[src/rtl/vae_pkg.sv]
// Package for the VT100 attribute escape encoder.
// Holds the opcode codes, attribute bit positions, terminal byte codes and
// the command word that the front end passes to the byte serializer.
package vae_pkg;

  typedef enum logic [1:0] {
    OP_CELL   = 2'd0,
    OP_NORMAL = 2'd1,
    OP_END    = 2'd2,
    OP_NONE   = 2'd3
  } vae_op_e;

  localparam int unsigned AttrW = 5;

  localparam int unsigned AttrG1    = 0;
  localparam int unsigned AttrUnder = 1;
  localparam int unsigned AttrBlink = 2;
  localparam int unsigned AttrRever = 3;
  localparam int unsigned AttrBold  = 4;

  localparam logic [AttrW-1:0] AttrVideo = 5'b11110;

  localparam logic [7:0] ByteSo   = 8'h0E;
  localparam logic [7:0] ByteSi   = 8'h0F;
  localparam logic [7:0] ByteEsc  = 8'h1B;
  localparam logic [7:0] ByteLbr  = 8'h5B;
  localparam logic [7:0] ByteM    = 8'h6D;
  localparam logic [7:0] SelBold  = 8'h31;
  localparam logic [7:0] SelUnder = 8'h34;
  localparam logic [7:0] SelBlink = 8'h35;
  localparam logic [7:0] SelRever = 8'h37;

  // Segments of one command, sent in index order.
  localparam int unsigned SegNum   = 7;
  localparam int unsigned SegG1    = 0;
  localparam int unsigned SegClr   = 1;
  localparam int unsigned SegBold  = 2;
  localparam int unsigned SegUnder = 3;
  localparam int unsigned SegBlink = 4;
  localparam int unsigned SegRever = 5;
  localparam int unsigned SegChr   = 6;

  typedef struct packed {
    logic              g1_so;
    logic [SegNum-1:0] segs;
    logic [7:0]        chr;
  } vae_cmd_t;

endpackage

[src/rtl/vae_if.sv]
// Handshake interfaces for the encoder's request and byte channels.
// Depends on nothing; widths follow the cell and byte fields.
interface vae_in_if;
  logic       valid;
  logic       ready;
  logic [1:0] opcode;
  logic [7:0] char_code;
  logic [4:0] attr_flags;

  modport source (output valid, output opcode, output char_code, output attr_flags,
                  input ready);
  modport sink (input valid, input opcode, input char_code, input attr_flags,
                output ready);
endinterface

interface vae_out_if;
  logic       valid;
  logic       ready;
  logic [7:0] out_byte;
  logic       last_byte;

  modport source (output valid, output out_byte, output last_byte, input ready);
  modport sink (input valid, input out_byte, input last_byte, output ready);
endinterface

[src/rtl/vae_front.sv]
// Front end: accepts requests, tracks the terminal attributes and turns each
// request needing bytes into a command word of segments. Depends on vae_pkg.
module vae_front
  import vae_pkg::*;
(
  input  logic             clk_i,
  input  logic             rst_ni,
  input  logic             in_valid_i,
  output logic             in_ready_o,
  input  logic [1:0]       opcode_i,
  input  logic [7:0]       char_code_i,
  input  logic [AttrW-1:0] attr_flags_i,
  output logic             push_valid_o,
  input  logic             push_ready_i,
  output vae_cmd_t         push_cmd_o
);

  logic [AttrW-1:0] attrs_q, attrs_d;
  logic [AttrW-1:0] cur_clr;
  logic [AttrW-1:0] need;
  logic             accept;
  vae_cmd_t         cmd;

  assign in_ready_o = push_ready_i;
  assign accept     = in_valid_i && push_ready_i;

  always_comb begin
    cmd        = '0;
    cmd.chr    = char_code_i;
    attrs_d    = attrs_q;
    cur_clr    = attrs_q;
    need       = '0;
    unique case (vae_op_e'(opcode_i))
      OP_CELL: begin
        cmd.segs[SegG1] = attr_flags_i[AttrG1] ^ attrs_q[AttrG1];
        cmd.g1_so       = attr_flags_i[AttrG1];
        cmd.segs[SegClr] = |(~attr_flags_i & attrs_q & AttrVideo);
        if (cmd.segs[SegClr]) begin
          cur_clr = attrs_q & ~AttrVideo;
        end
        need = attr_flags_i & ~cur_clr;
        cmd.segs[SegBold]  = need[AttrBold];
        cmd.segs[SegUnder] = need[AttrUnder];
        cmd.segs[SegBlink] = need[AttrBlink];
        cmd.segs[SegRever] = need[AttrRever];
        cmd.segs[SegChr]   = 1'b1;
        attrs_d = attr_flags_i;
      end
      OP_NORMAL: begin
        cmd.segs[SegClr] = |(attrs_q & AttrVideo);
        attrs_d = attrs_q & ~AttrVideo;
      end
      OP_END: begin
        cmd.segs[SegG1]  = attrs_q[AttrG1];
        cmd.g1_so        = 1'b0;
        cmd.segs[SegClr] = |(attrs_q & AttrVideo);
        attrs_d = '0;
      end
      default: begin
        attrs_d = attrs_q;
      end
    endcase
  end

  assign push_cmd_o   = cmd;
  assign push_valid_o = in_valid_i && (|cmd.segs);

  always_ff @(posedge clk_i or negedge rst_ni) begin
    if (!rst_ni) begin
      attrs_q <= '0;
    end else if (accept) begin
      attrs_q <= attrs_d;
    end
  end

endmodule

[src/rtl/vae_queue.sv]
// Short command queue between the front end and the byte serializer.
// Depends on vae_pkg for the command word.
module vae_queue
  import vae_pkg::*;
#(
  parameter int unsigned Depth = 2
) (
  input  logic     clk_i,
  input  logic     rst_ni,
  input  logic     push_valid_i,
  output logic     push_ready_o,
  input  vae_cmd_t push_cmd_i,
  output logic     pop_valid_o,
  input  logic     pop_ready_i,
  output vae_cmd_t pop_cmd_o
);

  localparam int unsigned PtrW = (Depth > 1) ? $clog2(Depth) : 1;
  localparam int unsigned CntW = $clog2(Depth + 1);
  localparam logic [PtrW-1:0] PtrLast = PtrW'(Depth - 1);
  localparam logic [CntW-1:0] CntFull = CntW'(Depth);

  vae_cmd_t        mem_q [Depth];
  logic [PtrW-1:0] wr_ptr_q, rd_ptr_q;
  logic [CntW-1:0] cnt_q;
  logic            do_push, do_pop;

  assign push_ready_o = (cnt_q != CntFull);
  assign pop_valid_o  = (cnt_q != '0);
  assign pop_cmd_o    = mem_q[rd_ptr_q];
  assign do_push      = push_valid_i && push_ready_o;
  assign do_pop       = pop_valid_o && pop_ready_i;

  always_ff @(posedge clk_i) begin
    if (do_push) begin
      mem_q[wr_ptr_q] <= push_cmd_i;
    end
  end

  always_ff @(posedge clk_i or negedge rst_ni) begin
    if (!rst_ni) begin
      wr_ptr_q <= '0;
      rd_ptr_q <= '0;
      cnt_q    <= '0;
    end else begin
      if (do_push) begin
        wr_ptr_q <= (wr_ptr_q == PtrLast) ? '0 : wr_ptr_q + 1'b1;
      end
      if (do_pop) begin
        rd_ptr_q <= (rd_ptr_q == PtrLast) ? '0 : rd_ptr_q + 1'b1;
      end
      if (do_push && !do_pop) begin
        cnt_q <= cnt_q + 1'b1;
      end else if (do_pop && !do_push) begin
        cnt_q <= cnt_q - 1'b1;
      end
    end
  end

endmodule

[src/rtl/vae_back.sv]
// Byte serializer: walks each command's segments and sends one byte a cycle
// through an output register unless the receiver stalls. Depends on vae_pkg.
module vae_back
  import vae_pkg::*;
(
  input  logic     clk_i,
  input  logic     rst_ni,
  input  logic     pop_valid_i,
  output logic     pop_ready_o,
  input  vae_cmd_t pop_cmd_i,
  output logic     out_valid_o,
  input  logic     out_ready_i,
  output logic [7:0] out_byte_o,
  output logic     out_last_o
);

  logic [SegNum-1:0] pend_q, pend_d, low, rest;
  logic              g1_so_q, g1_so_d;
  logic [7:0]        chr_q, chr_d;
  logic [1:0]        pos_q, pos_d;
  logic              ovalid_q, ovalid_d;
  logic [7:0]        obyte_q, obyte_d;
  logic              olast_q, olast_d;
  logic              busy, advance, seg_done, final_byte, pop;
  logic [7:0]        sel, byte_now;

  assign busy    = |pend_q;
  assign advance = !ovalid_q || out_ready_i;
  assign low     = pend_q & (~pend_q + 1'b1);
  assign rest    = pend_q & ~low;

  always_comb begin
    sel      = SelBold;
    byte_now = chr_q;
    seg_done = 1'b1;
    if (low[SegG1]) begin
      byte_now = g1_so_q ? ByteSo : ByteSi;
    end else if (low[SegChr]) begin
      byte_now = chr_q;
    end else begin
      if (low[SegUnder]) begin
        sel = SelUnder;
      end else if (low[SegBlink]) begin
        sel = SelBlink;
      end else if (low[SegRever]) begin
        sel = SelRever;
      end
      case (pos_q)
        2'd0: byte_now = ByteEsc;
        2'd1: byte_now = ByteLbr;
        2'd2: byte_now = low[SegClr] ? ByteM : sel;
        default: byte_now = ByteM;
      endcase
      seg_done = low[SegClr] ? (pos_q == 2'd2) : (pos_q == 2'd3);
    end
  end

  assign final_byte  = seg_done && (rest == '0);
  assign pop         = pop_valid_i && (!busy || (advance && final_byte));
  assign pop_ready_o = !busy || (advance && final_byte);

  always_comb begin
    pend_d   = pend_q;
    g1_so_d  = g1_so_q;
    chr_d    = chr_q;
    pos_d    = pos_q;
    ovalid_d = ovalid_q;
    obyte_d  = obyte_q;
    olast_d  = olast_q;
    if (advance) begin
      ovalid_d = busy;
      if (busy) begin
        obyte_d = byte_now;
        olast_d = final_byte;
        if (seg_done) begin
          pend_d = rest;
          pos_d  = 2'd0;
        end else begin
          pos_d = pos_q + 1'b1;
        end
      end
    end
    if (pop) begin
      pend_d  = pop_cmd_i.segs;
      g1_so_d = pop_cmd_i.g1_so;
      chr_d   = pop_cmd_i.chr;
      pos_d   = 2'd0;
    end
  end

  always_ff @(posedge clk_i or negedge rst_ni) begin
    if (!rst_ni) begin
      pend_q   <= '0;
      pos_q    <= '0;
      ovalid_q <= 1'b0;
    end else begin
      pend_q   <= pend_d;
      pos_q    <= pos_d;
      ovalid_q <= ovalid_d;
    end
  end

  always_ff @(posedge clk_i) begin
    g1_so_q <= g1_so_d;
    chr_q   <= chr_d;
    obyte_q <= obyte_d;
    olast_q <= olast_d;
  end

  assign out_valid_o = ovalid_q;
  assign out_byte_o  = obyte_q;
  assign out_last_o  = olast_q;

endmodule

[src/rtl/vt100_attribute_escape_encoder_unit.sv]
// Channel  Role    Payload                          Handshake
// in_i     sink    opcode, char_code, attr_flags    valid/ready
// out_o    source  out_byte, last_byte              valid/ready
//
// Requests are taken one per cycle while the command queue has room.
// Bytes leave one per cycle from the output register while out_o is ready;
// a request holds the serializer per byte it makes; a plain cell makes one.
// Reset clears the terminal attributes to plain video with G0 selected.
// Either side may stall; the queue of QueueDepth commands absorbs the slack.
module vt100_attribute_escape_encoder_unit
  import vae_pkg::*;
#(
  parameter int unsigned QueueDepth = 2
) (
  input  logic      clk_i,
  input  logic      rst_ni,
  vae_in_if.sink    in_i,
  vae_out_if.source out_o
);

  logic     push_valid, push_ready, pop_valid, pop_ready;
  vae_cmd_t push_cmd, pop_cmd;

  vae_front u_front (
    .clk_i        (clk_i),
    .rst_ni       (rst_ni),
    .in_valid_i   (in_i.valid),
    .in_ready_o   (in_i.ready),
    .opcode_i     (in_i.opcode),
    .char_code_i  (in_i.char_code),
    .attr_flags_i (in_i.attr_flags),
    .push_valid_o (push_valid),
    .push_ready_i (push_ready),
    .push_cmd_o   (push_cmd)
  );

  vae_queue #(
    .Depth (QueueDepth)
  ) u_queue (
    .clk_i        (clk_i),
    .rst_ni       (rst_ni),
    .push_valid_i (push_valid),
    .push_ready_o (push_ready),
    .push_cmd_i   (push_cmd),
    .pop_valid_o  (pop_valid),
    .pop_ready_i  (pop_ready),
    .pop_cmd_o    (pop_cmd)
  );

  vae_back u_back (
    .clk_i       (clk_i),
    .rst_ni      (rst_ni),
    .pop_valid_i (pop_valid),
    .pop_ready_o (pop_ready),
    .pop_cmd_i   (pop_cmd),
    .out_valid_o (out_o.valid),
    .out_ready_i (out_o.ready),
    .out_byte_o  (out_o.out_byte),
    .out_last_o  (out_o.last_byte)
  );

endmodule

[src/flat_wrapper.sv]
// flat-port wrapper written by rule: the top's interface ports become plain ports
module vt100_attribute_escape_encoder_unit_flat import vae_pkg::*;
#(
  parameter int unsigned QueueDepth = 2
)
  (clk_i, rst_ni, in_i_valid, in_i_opcode, in_i_char_code, in_i_attr_flags, in_i_ready, out_o_valid, out_o_out_byte, out_o_last_byte, out_o_ready);
  vae_in_if in_i_i ();
  vae_out_if out_o_i ();
  input  logic clk_i;
  input  logic rst_ni;
  input wire logic [$bits(in_i_i.valid)-1:0] in_i_valid;
  input wire logic [$bits(in_i_i.opcode)-1:0] in_i_opcode;
  input wire logic [$bits(in_i_i.char_code)-1:0] in_i_char_code;
  input wire logic [$bits(in_i_i.attr_flags)-1:0] in_i_attr_flags;
  output wire logic [$bits(in_i_i.ready)-1:0] in_i_ready;
  output wire logic [$bits(out_o_i.valid)-1:0] out_o_valid;
  output wire logic [$bits(out_o_i.out_byte)-1:0] out_o_out_byte;
  output wire logic [$bits(out_o_i.last_byte)-1:0] out_o_last_byte;
  input wire logic [$bits(out_o_i.ready)-1:0] out_o_ready;
  assign in_i_i.valid = in_i_valid;
  assign in_i_i.opcode = in_i_opcode;
  assign in_i_i.char_code = in_i_char_code;
  assign in_i_i.attr_flags = in_i_attr_flags;
  assign in_i_ready = in_i_i.ready;
  assign out_o_valid = out_o_i.valid;
  assign out_o_out_byte = out_o_i.out_byte;
  assign out_o_last_byte = out_o_i.last_byte;
  assign out_o_i.ready = out_o_ready;
  vt100_attribute_escape_encoder_unit #(.QueueDepth(QueueDepth)) u_core (.clk_i(clk_i), .rst_ni(rst_ni), .in_i(in_i_i), .out_o(out_o_i));
endmodule
[config.mk]
export PLATFORM = sky130hd
export DESIGN_NAME = vt100_attribute_escape_encoder_unit_flat
export DESIGN_NICKNAME = d
export VERILOG_FILES = /design/src/rtl/vae_pkg.sv /design/src/rtl/vae_if.sv /design/src/rtl/vae_front.sv /design/src/rtl/vae_queue.sv /design/src/rtl/vae_back.sv /design/src/rtl/vt100_attribute_escape_encoder_unit.sv /design/src/flat_wrapper.sv
export SDC_FILE = /design/constraint.sdc
export NUM_CORES = 1
export LEC_CHECK = 0
export ABC_AREA = 1
export CAP_MARGIN = 10
export CORE_MARGIN = 4
export CORE_UTILIZATION = 55
export DETAILED_ROUTE_END_ITERATION = 12
export DONT_BUFFER_PORTS = 1
export PLACE_DENSITY = 0.72
export SETUP_SLACK_MARGIN = 0.3
export SLEW_MARGIN = 20
export SYNTH_ARGS = -nofsm -noshare
export SYNTH_HDL_FRONTEND = slang
export SYNTH_SLANG_ARGS = --single-unit
export TNS_END_PERCENT = 20
[constraint.sdc]
create_clock -name clk_i -period 3.61 [get_ports clk_i]
set_input_delay 0.1805 -clock clk_i [delete_from_list [all_inputs] [get_ports clk_i]]
set_output_delay 0.1805 -clock clk_i [all_outputs]
set_load 0.005 [all_outputs]
Yosys cells after proc, flatten, opt, wreduce, memory -nomap -nowiden
Memory sizes are Yosys's and may differ from the RTL's.
Cells that the tools add are included.
- output and inout bits: 11
- logic and storage cells: 101
- register bits after elaboration: 37
- memories kept: 1
- memory bits (writable): 32
- multiplexer cells: 32
- bitwise operators: 10
- reduce and logical (&&, ||, !) cells: 34
- equality and inequality tests: 6
- $add $sub $neg: 6
- memory list (memory ; depth ; width ; rd ports ; clocked after memory_dff ; wr ports ; line ; RTL):
    u_core.u_queue.mem_q ; 2 ; 16 ; 1 ; 0 ; 1 ; vae_queue.sv:23 ; vae_cmd_t mem_q [Depth];
- operators by type and width (kind ; number):
    $mux 7 ; 4
    $mux 8 ; 3
    $pmux 8 s3 ; 1
    $mux 5 ; 3
    $pmux 5 s3 ; 1
    $and 7x7->7 ; 2
    $not 7->7 ; 2
    $reduce_or 7->1 ; 2
    $mux 2 ; 6
    $reduce_bool 2->1 ; 6
    $and 5x5->5 ; 2
    $not 5->5 ; 2
    $mux 1 ; 9
    $mux 3 ; 3
    $logic_and 1x1->1 ; 8
    $reduce_or 4->1 ; 2
    $add 7x1->7 const B ; 1
    $logic_not 7->1 ; 1
    $eq 2x2->1 const B ; 3
    $reduce_and 2->1 ; 3
    $reduce_and 3->1 ; 2
    $add 2x1->2 const B ; 2
    $eq 2x1->1 const B ; 2
    $logic_not 1->1 ; 4
    10 further kinds ; 14

Longest topological paths before layout
Gate-level depths: netlist (run 1).
- depth after elaboration: 15
- mapped depth: 13

Hierarchy
A second synthesis (run 1) with hierarchy kept.
- cells, all modules: 344
- area total of the unflattened synthesis: 3440.8 µm²
- by module, submodules not included (module ; cells an instance ; times used ; area each (µm²)):
    vae_back ; 156 ; 1 ; 1470.2
    vae_queue ; 112 ; 1 ; 1443.9
    vae_front ; 76 ; 1 ; 526.8

Worst setup path before layout (run 1)
OpenSTA, ideal clock, no wires.
- path kind: register to register
- start point: reg u_core.u_back.pend_q[0]
- end point: reg u_core.u_queue.cnt_q[1]
- setup slack: 1.480 ns
- period minus slack after synthesis: 2.130 ns
- data arrival time: 2.006 ns
- cell stages (with the launch flop): 14
- path buffers: 1
- data required time: 3.486 ns
- cells stage by stage: dfrtp_1 buf_6 nor2_4 nand3_4 nand2_1 nand2_1 nor2_2 nand3_2 nand2_4 inv_1 ha_1 a21oi_1 o21ai_0 xnor2_1
- longest elaborated chain between the ends: 13
- RTL lines (item ; line ; RTL):
    start, declared ; vae_back.sv:17 ; logic [SegNum-1:0] pend_q, pend_d, low, rest;
    start signal, assigned ; vae_back.sv:97 ; pend_q <= pend_d;
    $not 7->7 ; vae_back.sv:29 ; assign low = pend_q & (~pend_q + 1'b1);
    $add 7x1->7 ; vae_back.sv:29 ;
    $and 7x7->7 ; vae_back.sv:29 ;
    $not 7->7 / $mux 1 (equally long branches) ; vae_back.sv:30, vae_back.sv:54 ;
    $and 7x7->7 / $mux 1 (equally long branches) ; vae_back.sv:30, vae_back.sv:38 ;
    $logic_not 7->1 / $mux 1 (equally long branches) ; vae_back.sv:58, vae_back.sv:36 ;
    $logic_and 1x1->1 ; vae_back.sv:58 ; assign final_byte = seg_done && (rest == '0);
    $logic_and 1x1->1 ; vae_back.sv:60 ; assign pop_ready_o = !busy || (advance && final_byte);
    $logic_or 1x1->1 * ; vae_back.sv:60 ;
    $logic_and 1x1->1 * ; vae_queue.sv:32 ; assign do_pop = pop_valid_o && pop_ready_i;
    $logic_not 1->1 ; vae_queue.sv:52 ; if (do_push && !do_pop) begin
    $logic_and 1x1->1 ; vae_queue.sv:52 ;
    $mux 2 / $reduce_bool 2->1 (equally long branches) ; -- ;
    end signal, assigned ; vae_queue.sv:53 ; cnt_q <= cnt_q + 1'b1;
    end signal, assigned ; vae_queue.sv:55 ; cnt_q <= cnt_q - 1'b1;
    end, declared ; vae_queue.sv:25 ; logic [CntW-1:0] cnt_q;
Every way passes the cells marked *; elsewhere a longest branch is shown, timed or not.
A chain may end at the register's enable or synchronous reset.

Final worst setup path (run 1)
Ends and elaborated chain as after synthesis.

==> out/metrics.csv, run 1 <==
metric;value;unit
cts_resized;0;
critPathKind;register to register;
fin_util;0.657;
nFillCells;436;
cts-buffers-inserted;9;
synth_area_leader_cell;edfxtp_1;
setup_slack;1.25;ns
synth_area;0.00322;mm²
io_buffers;0;
synth_cells;286;
synth_commonest_cells;59 x nand2_1, 50 x edfxtp_1, 38 x inv_1;
ys_ff_latch;69;
finalClockSkew;0.0111;ns
clock-sinks;69;
synth_top_area_share;0.467;
setup_tns;0;ns
finalSetupViolations;0;
worstMarginPinSlew;0.925;ns
clkTransAtPathRegs;0.08;ns
crit_arrival;2.59;ns
worst-path-buf-inv;1;
nets;338;
cts_setup_buffers;0;
grt.total_usage;0.175;
clk_path_buf_depth;2;
cp_max_fo;17;
ir_drop;0.000524;V
cpLargestDelayFamily;simple AND/OR/NAND/NOR gates;
status;complete, no violations;
drtPass1Iterations;4;
drtIter0Drc;116;
r2r_start;u_core.u_back.pend_q[0];
routed_wl;5550;µm
die_h;84.5;µm
dpl.hpwl;3650;µm
synth_xor_area_frac;0.00817;
grt_pass1_vias;2072;
die_w;84.5;µm
grt_overflow;0;
period_share;0.653;
synth-simple-area-share;0.167;
rsz0062_at_grt;false;
final_antenna_net_count;0;
cp_common_cell;nand2_1;
cts_htree_levels;3;
wl_per_cell;14.3;µm
worstPathRequired;3.84;ns
cts_tree;built;
synth_area_per_cell;11.2;µm²
areaGrowthSynthToFinish;14.0;%
grt_max_degree;20;
insertion_delay;0.35;ns
synth_nets;314;
ys_types;34;
power;3.07;mW
ys.warnings.count;0;
synthArstFlopShare;0.275;
hold_class;primary input to register;
drc_errors;0;
dp_slack;1.28;ns
critPathMaxStageDelay;0.48;ns
synth_top_family_by_area;simple AND/OR/NAND/NOR gates;
worst_r2r_endpoint;u_core.u_queue.cnt_q[1];
die_area;0.00713;mm²
whs_path_depth;2;
core;0.00557;mm²
yosys_most_used_dff;edfxtp_1;
worst_hold_path.endpoint;u_core.u_queue.mem_q[1][15];
vias;2036;
routabilityCongestion;0.877;
critPathSlowestCell;dfrtp_1;
stdcell_count;387;
worstSetupStartpointType;register;
cp_cell_sequence;nor2_4 -> nand3_4 -> nand2_1 -> nand2_1 -> nor2_2 -> nand3_2 -> nand2_4 -> inv_1 -> ha_1 -> a21oi_1 -> o21ai_0 -> xnor2_1;
relSlewSlack;0.381;
ys_seq_area_frac;0.615;
start_util;0.577;
max_freq;424;MHz
synth_area_leaders;edfxtp_1 47%, dfrtp_1 15%, nand2_1 6.9%;
final_layout_size_suffix_gt1_frac;0.152;
grt_pass1_wl;9620;µm
worstHoldStart;in_i_attr_flags[0];
endpoint_kind;register;
r2r_slack;1.25;ns
power.density;839;mW/mm²
synth_adder_area_share;0.0350;
hold_viol;0;
synth_edf_count;50;
synthMuxAreaShare;0.0556;
maxCapViolCount;0;
placementRows;27;
fin_crit;2.36;ns
drv_slew;0;
routed_via_density;5.26;
root_buffer;clkbuf_8;
antenna_found_initial;0;
antenna_cells;0;
synth_compound_area_frac;0.0646;
synth_most_common_cell;nand2_1;
io_pins;30;
power.leakage;1.57;nW
placedCellCount;356;
r2r_cells;12;
[worst reg2reg max path, delay by kind of cell (launching register included)]
| family | cells | cell delay, ns |
|---|---|---|
| DFF | 1 | 0.48 |
| xor gates and xnor gates | 1 | 0.13 |
| buffers and inverters | 1 | 0.11 |
| and+or+nand+nor | 7 | 0.99 |
| adders and majority gates | 1 | 0.33 |
| AOI/OAI and AO/OA | 2 | 0.22 |
[worst max path at each step]
stage | from | endpoint | slack, ns | cells past startpoint
3_5_place_dp | u_core.u_back.pend_q[0] | u_core.u_queue.cnt_q[1] | 1.28 | 12
5_1_grt | u_core.u_back.pend_q[0] | u_core.u_queue.cnt_q[1] | 1.04 | 12
3_3_place_gp | u_core.u_back.pend_q[0] | u_core.u_queue.cnt_q[1] | 1.35 | 12
6_report | u_core.u_back.pend_q[0] | u_core.u_queue.cnt_q[1] | 1.25 | 12
4_1_cts | u_core.u_back.pend_q[0] | u_core.u_queue.cnt_q[1] | 1.23 | 12
2_1_floorplan | u_core.u_back.pend_q[0] | u_core.u_queue.cnt_q[1] | 1.48 | 13
[cells in the final DEF (no fill, tap or decap), types with 2 or more instances in the layout]
| cell type | n |
|---|---|
| nor3_1 | 2 |
| o21ai_1 | 2 |
| bufinv_16 | 2 |
| nand3_1 | 13 |
| nand2_1 | 59 |
| o21ai_0 | 15 |
| edfxtp_1 | 50 |
| nor2_8 | 2 |
| nand2_4 | 2 |
| dfrtp_1 | 19 |
| a21oi_1 | 10 |
| nor2_4 | 2 |
| ha_1 | 9 |
| a211oi_1 | 4 |
| nor2_1 | 21 |
| inv_2 | 2 |
| nor2_2 | 3 |
| o211ai_1 | 2 |
| inv_1 | 38 |
| dlygate4sd3_1 | 15 |
| clkbuf_8 | 9 |
| xnor2_1 | 2 |
| clkinv_4 | 2 |
| mux2_2 | 15 |
[stage by stage]
step	hold WS, ns	instance area, µm²
finish	0.0708	3660
global route	0.0948	3660
CTS	0.0446	3660
detailed placement	-0.115	3290
global placement	-0.115	3290
floorplan	-0.115	3220
[power by group]
group | internal, mW | total [mW] | switching, mW
logic | 0.384 | 1.04 | 0.652
clock network | 0.391 | 0.696 | 0.305
registers | 1.18 | 1.34 | 0.166
[what timing repair did]
item | 4_1_cts | 5_1_grt
endpoints found under the setup margin | 0 | 0
hold buffers | 15 | 0
endpoints found under the hold margin | 41 | 0
[area by class of cell]
cell class              instances  area (µm²)  area share
multi-input cells             173        1060       0.290
well taps                      72        90.1      0.0246
clock buffers                   9         124      0.0338
flip-flops and latches         69        1980       0.539
repair buffers                 16         158      0.0430
inverters                      41         156      0.0427
clock inverters                 7        97.6      0.0266
[sequential cells by signal (all words and copies together), names as in the netlist]
name,flops
u_core.u_front.attrs_q,5
u_core.u_back.pos_q,2
u_core.u_back.out_byte_o,8
u_core.u_queue.wr_ptr_q,1
u_core.u_queue.rd_ptr_q,1
u_core.u_queue.mem_q,32
u_core.u_back.chr_q,8
u_core.u_back.g1_so_q,1
u_core.u_back.out_last_o,1
u_core.u_back.out_valid_o,1
u_core.u_back.pend_q,7
u_core.u_queue.cnt_q,2
[kinds of logic after synthesis]
logic type	count (synthesis)
flip-flops	69
multiplexers	16
AND/OR/NAND/NOR	109
AO/OA/AOI/OAI	36
adder cells (fa/ha/maj)	9
buffers and inverters	44
XOR/XNOR	3
[layer usage]
| metal | global-route usage | vias to the layer above | wire [µm] |
|---|---|---|---|
| li1 | - | 1009 | - |
| met5 | 0 | - | 0 |
| met1 | 0.226 | 956 | 2530 |
| met3 | 0.0402 | 12 | 229 |
| met4 | 0.0906 | 0 | 145 |
| met2 | 0.276 | 59 | 2640 |
Note: power is estimated with default switching activity, not from simulation.
==> run 2: changes to the inputs <==
--- a/config.mk
+++ b/config.mk
@@ -11,7 +11,7 @@
 export CORE_UTILIZATION = 55
 export DETAILED_ROUTE_END_ITERATION = 12
 export DONT_BUFFER_PORTS = 1
-export PLACE_DENSITY = 0.72
+export PLACE_DENSITY = 0.75
 export SETUP_SLACK_MARGIN = 0.3
 export SLEW_MARGIN = 20
 export SYNTH_ARGS = -nofsm -noshare
==> constraint.sdc (replaced) <==
create_clock -name clk_i -period 1.99 [get_ports clk_i]
set_input_delay 0.0995 -clock clk_i [delete_from_list [all_inputs] [get_ports clk_i]]
set_output_delay 0.0995 -clock clk_i [all_outputs]
set_load 0.005 [all_outputs]
==> run 2 against run 1 <==
Effect of this change:
- core utilization is 3.8 points higher
- power is 94% higher
- setup slack worse by 1.2 ns
- clock power is 59% higher
- die area stayed put
- routed wire length is 9.8% higher
- design area is 5.7% higher
- sequential share of layout area is 2.9 points lower
- sequential cell count stayed put
- sequential power is 78% higher
- global-route usage is 1.1 points higher
- clock skew is 0.0024 ns higher
- critical path type unchanged
==> out/metrics.csv, run 2 (same netlist as run 1, synthesis figures left out) <==
metric;value;unit;change
io_buffers;0;;unchanged
r2r_cells;11;;-1
pwr-share-seq;0.400;;-0.037
power.density;1540;mW/mm²;+84%
grt_overflow;0;;unchanged
die_area;0.00713;mm²;unchanged
grt_pass1_vias;2233;;+7.8%
final_antenna_net_count;0;;unchanged
dpl.hpwl;4160;µm;+14%
crit_arrival;2.17;ns;-0.42 ns
cts_htree_levels;3;;unchanged
nFillCells;391;;-10%
placedCellCount;366;;+2.8%
stdcell_count;403;;+4.1%
final_cell_mix;51 x nand2_1, 50 x edfxtp_1, 33 x inv_1, 19 x nor2_1, 19 x dfrtp_1;;
worstPathRequired;2.22;ns;-1.62 ns
finalClockSkew;0.0135;ns;+0.00244 ns
io_pins;30;;unchanged
grt_pass1_wl;10200;µm;+6.3%
worst_hold_path.endpoint;u_core.u_queue.mem_q[0][11];;
fin_area;0.00387;mm²;+5.7%
grt.met3_usage;0.0658;;+0.0255
maxCapViolCount;0;;unchanged
cts_tree;built;;
p_int;3.75;mW;+92%
power.share.switching;0.372;;+0.00673
period_share;0.977;;+0.324
drc_errors;0;;unchanged
max_freq;514;MHz;+21%
worstHoldStart;in_i_attr_flags[1];;
final_layout_size_suffix_gt1_frac;0.260;;+0.107
routabilityCongestion;0.900;;+2.7%
vias;2116;;+3.9%
worstMarginPinSlew;0.973;ns;+0.0483 ns
regMostFlops;u_core.u_queue.mem_q;;
grt_max_degree;20;;unchanged
routed_wl;6090;µm;+9.8%
status;complete, no violations;;
power.leakage;1.66;nW;+5.8%
grt.total_usage;0.186;;+0.0112
clock-sinks;69;;unchanged
globalRoute.busiestLayer;met2;;
drtIter0Drc;111;;-4.3%
whs_path_depth;2;;unchanged
use_met2;0.313;;+0.0366
power;5.98;mW;+94%
endpoint_kind;register;;
ir_drop;0.000755;V;+44%
r2r_start;u_core.u_back.pend_q[0];;
layout.cells.most_common;nand2_1;;
die_h;84.5;µm;unchanged
fin_crit;1.94;ns;-0.412 ns
wl_per_cell;15.1;µm;+5.5%
routed_via_density;5.25;;-0.20%
multi_input_area;0.00114;mm²;+7.3%
seqCellArea;0.00198;mm²;unchanged
worst_r2r_endpoint;u_core.u_queue.cnt_q[1];;
start_util;0.577;;unchanged
critPathKind;register to register;;
drv_slew;0;;unchanged
core;0.00557;mm²;unchanged
drtPass1Iterations;5;;+1
placementRows;27;;unchanged
clkTransAtPathRegs;0.08;ns;about the same
power_frac_clock;0.186;;-0.040
nets;355;;+5.0%
dp_slack;0.0805;ns;-1.20 ns
netSwitchingPower;2.22;mW;+98%
hold_class;primary input to register;;
hold_ws;0.0313;ns;-0.0395 ns
clk_path_buf_depth;2;;unchanged
die_w;84.5;µm;unchanged
placed_cell_area;0.00342;mm²;+3.9%
insertion_delay;0.35;ns;about the same
worstSetupStartpointType;register;;
globalRouteMet1Util;0.221;;-0.00452
antenna_cells;0;;unchanged
largest_register_ffs;32;;unchanged
combPwrFrac;0.414;;+0.077
root_buffer;clkbuf_8;;
rsz0062_at_grt;true;;
cp_max_fo;6;;-11
finalSetupViolations;0;;unchanged
setup_slack;0.0457;ns;-1.21 ns
antenna_found_initial;0;;unchanged
areaGrowthSynthToFinish;20.5;%;
cts-buffers-inserted;9;;unchanged
relSlewSlack;0.349;;-0.0323
r2r_slack;0.05;ns;-1.21 ns
hold_viol;0;;unchanged
## run 2: changes by cell type in the layout (fill, tap and decap cells not counted), sizes merged
cell,previous run,this run
buf,1,18
bufinv,2,1
clkbuf,9,10
clkinv,3,1
inv,42,43
## run 2: critical path: stages (launching register included)
cell	delay (ns)
dfrtp_1	0.43
nor2_4	0.25
nand3_4	0.15
buf_4	0.18
nor3_4	0.14
inv_2	0.06
nand2_4	0.08
inv_4	0.04
ha_4	0.21
a21oi_2	0.09
o21ai_1	0.08
xnor2_1	0.12
## run 2: metrics by stage
step                setup TNS, ns  utilization
floorplan                 -0.0297            -
global placement                0        0.614
detailed placement              0        0.614
CTS                             0        0.683
global route              -0.0634        0.695
finish                          0        0.695
## run 2: worst max-delay path by stage
stage / slack (ns) / startpoint / to
3_5_place_dp: 0.08 / u_core.u_back.pos_q[0] / u_core.u_queue.cnt_q[1]
6_report: 0.05 / u_core.u_back.pend_q[0] / u_core.u_queue.cnt_q[1]
2_1_floorplan: -0.03 / u_core.u_back.pend_q[0] / u_core.u_queue.cnt_q[1]
5_1_grt: -0.06 / u_core.u_back.pend_q[0] / u_core.u_queue.cnt_q[1]
3_3_place_gp: 0.15 / u_core.u_back.pos_q[0] / u_core.u_queue.cnt_q[1]
4_1_cts: 0.08 / u_core.u_back.pend_q[0] / u_core.u_queue.cnt_q[1]
## run 2: power by group through the flow
| stage | sequential (mW) | clock (mW) | combinational, mW |
|---|---|---|---|
| 2_1_floorplan | 2.32 | 0 | 1.67 |
| 3_3_place_gp | 2.38 | 0 | 2.12 |
| 3_5_place_dp | 2.41 | 0 | 2.17 |
| 4_1_cts | 2.39 | 1.13 | 2.33 |
| 5_1_grt | 2.44 | 1.20 | 2.74 |
| 6_report | 2.39 | 1.11 | 2.47 |
## run 2: metal layers
layer  vias up  wire (µm)
li1       1041          -
met1       999       2620
met2        67       3080
met3         9        320
met4         0         80
met5         -          0
## run 2: cell type report
class | instances | area share
well taps | 72 | 0.0232
multi-input cells | 173 | 0.294
clock inverters | 5 | 0.0155
repair buffers | 33 | 0.0830
inverters | 41 | 0.0410
flip-flops and latches | 69 | 0.510
clock buffers | 10 | 0.0329
## run 2: timing repair
action | CTS | global route
setup buffers | 5 | 2
pin swaps | 2 | 11
setup endpoints to repair | 32 | 59
resized for setup | 3 | 22
hold buffers | 15 | 0
hold endpoints to repair | 43 | 0
==> run 3: changes to the inputs <==
--- a/config.mk
+++ b/config.mk
@@ -11,7 +11,7 @@
 export CORE_UTILIZATION = 55
 export DETAILED_ROUTE_END_ITERATION = 12
 export DONT_BUFFER_PORTS = 1
-export PLACE_DENSITY = 0.75
+export PLACE_DENSITY = 0.72
 export SETUP_SLACK_MARGIN = 0.3
 export SLEW_MARGIN = 20
 export SYNTH_ARGS = -nofsm -noshare
==> constraint.sdc (replaced) <==
create_clock -name clk_i -period 2.51 [get_ports clk_i]
set_input_delay 0.502 -clock clk_i [delete_from_list [all_inputs] [get_ports clk_i]]
set_output_delay 0.502 -clock clk_i [all_outputs]
set_load 0.005 [all_outputs]
==> run 3 against run 2 <==
Effect of this change:
- first-iteration DRC count fell by 14%
- worst hold slack improved by 0.22 ns
- sequential share of layout area rose by 3.1 points
- via count fell by 5.0%
- fmax fell by 3.9%
- count of clock-buffer cells in the layout did not move
- critical path depth rose by 2
- combinational power fell by 35%
- sequential power fell by 19%
- power fell by 23%
- clock skew fell by 0.0019 ns
==> out/metrics.csv, run 3 (same netlist as run 1, synthesis figures left out) <==
metric;value;unit;change
status;complete, no violations;;
ir_drop;0.000602;V;-20%
antenna_found_initial;0;;unchanged
io_pins;30;;unchanged
rsz0062_at_grt;false;;
nFillCells;419;;+7.2%
nets;335;;-5.6%
maxCapViolCount;0;;unchanged
die_h;84.5;µm;unchanged
cts_htree_levels;3;;unchanged
fin_crit;2.02;ns;+0.0795 ns
final_layout_size_suffix_gt1_frac;0.218;;-0.0419
placementRows;27;;unchanged
routabilityCongestion;0.903;;+0.29%
drtIter0Drc;96;;-14%
placed_cell_area;0.00333;mm²;-2.6%
final_antenna_net_count;0;;unchanged
io_buffers;0;;unchanged
power.leakage;1.57;nW;-5.4%
worstMarginPinSlew;0.886;ns;-0.0871 ns
die_area;0.00713;mm²;unchanged
relSlewSlack;0.407;;+0.0583
power.density;1260;mW/mm²;-18%
seqCellArea;0.00198;mm²;+0.13%
cp_max_fo;5;;-1
wl_per_cell;14.0;µm;-7.3%
grt_max_degree;20;;unchanged
die_w;84.5;µm;unchanged
final_cell_mix;58 x nand2_1, 50 x edfxtp_1, 37 x inv_1, 19 x nor2_1, 17 x dfrtp_1;;
period_share;0.806;;-0.171
layout.cells.most_common;nand2_1;;
setup_slack;0.486;ns;+0.441 ns
fin_area;0.00366;mm²;-5.6%
hold_class;primary input to register;;
clk_path_buf_depth;2;;unchanged
grt.total_usage;0.163;;-0.0226
antenna_cells;0;;unchanged
worstPathRequired;2.73;ns;+0.51 ns
grt_overflow;0;;unchanged
drc_errors;0;;unchanged
regMostFlops;u_core.u_queue.mem_q;;
hold_viol;0;;unchanged
finalSetupViolations;0;;unchanged
largest_register_ffs;32;;unchanged
routed_via_density;5.23;;-0.31%
cts-buffers-inserted;9;;unchanged
max_freq;494;MHz;-3.9%
grt_pass1_vias;2011;;-9.9%
worstSetupStartpointType;register;;
root_buffer;clkbuf_8;;
setup_tns;0;ns;unchanged
crit_arrival;2.24;ns;+0.07 ns
critPathKind;register to register;;
insertion_delay;0.34;ns;about the same
cts_tree;built;;
finalClockSkew;0.0116;ns;-0.00193 ns
start_util;0.577;;unchanged
drtPass1Iterations;5;;unchanged
vias;2010;;-5.0%
routed_wl;5390;µm;-12%
dpl.hpwl;3660;µm;-12%
clkTransAtPathRegs;0.07;ns;about the same
multi_input_area;0.00110;mm²;-3.8%
drv_slew;0;;unchanged
grt_pass1_wl;8960;µm;-12%
clock-sinks;69;;unchanged
endpoint_kind;register;;
areaGrowthSynthToFinish;13.8;%;
dp_slack;0.298;ns;+0.218 ns
core;0.00557;mm²;unchanged
[run 3: cell types whose count changed in the layout (fill, tap and decap cells not counted), sizes merged]
cell	delta
buf	-6
bufinv	+2
dlygate4sd3	-14
inv	-1
[run 3: final timing paths]
path,startpoint,endpoint,slack (ns),cells after the start
max in group asynchronous,rst_ni,u_core.u_back.pend_q[0],1.18,1
worst max register to register,u_core.u_back.pend_q[0],u_core.u_queue.cnt_q[1],0.49,13
min in group asynchronous,rst_ni,u_core.u_back.pos_q[1],0.73,1
worst max-delay path,u_core.u_back.pend_q[0],u_core.u_queue.cnt_q[1],0.49,13
worst min-delay path,out_o_ready,u_core.u_back.out_valid_o,0.25,1
worst min register to register,u_core.u_queue.wr_ptr_q,u_core.u_queue.wr_ptr_q,0.48,2
[run 3: final cells by class]
| class | instances | area share |
|---|---|---|
| Clock buffer | 10 | 0.0349 |
| Clock inverter | 6 | 0.0301 |
| Inverter | 41 | 0.0427 |
| Multi-Input combinational cell | 173 | 0.299 |
| Sequential cell | 69 | 0.541 |
| Tap cell | 72 | 0.0246 |
| Timing Repair Buffer | 13 | 0.0274 |
[run 3: power by group]
group | leakage [nW] | total (mW) | switching, mW | internal [mW]
sequential | 0.705 | 1.93 | 0.240 | 1.69
clock | 0.115 | 1.07 | 0.412 | 0.660
combinational | 0.748 | 1.61 | 0.966 | 0.648
[run 3: routing by layer]
layer	track usage	wire [µm]
met1	0.212	2460
met2	0.252	2560
met3	0.0530	298
met4	0.0719	68
met5	0	0
[run 3: worst max-delay path, stage by stage, from the launching register on]
cell	delay, ns
dfrtp_2	0.44
buf_4	0.14
buf_4	0.14
a21oi_1	0.15
nand2_1	0.09
inv_1	0.10
nand2_4	0.06
nand3_2	0.08
nand2_4	0.05
inv_1	0.12
ha_4	0.22
a21oi_1	0.10
o21ai_1	0.09
xnor2_1	0.12
[run 3: through the flow]
step           instances  hold WS (ns)  total power, mW   util
6_report             384         0.255             4.62  0.657
5_1_grt              384         0.228             4.95  0.657
4_1_cts              378         0.238             4.54  0.642
3_5_place_dp         361         0.207             3.45  0.598
3_3_place_gp         361         0.207             3.43  0.598
2_1_floorplan        286         0.206             3.11      -
[run 3: timing repair]
action | CTS | global route
hold buffers | 1 | 0
resized for setup | 0 | 11
endpoints found under the hold margin | 19 | 0
setup endpoints to repair | 0 | 1
setup buffers | 0 | 6
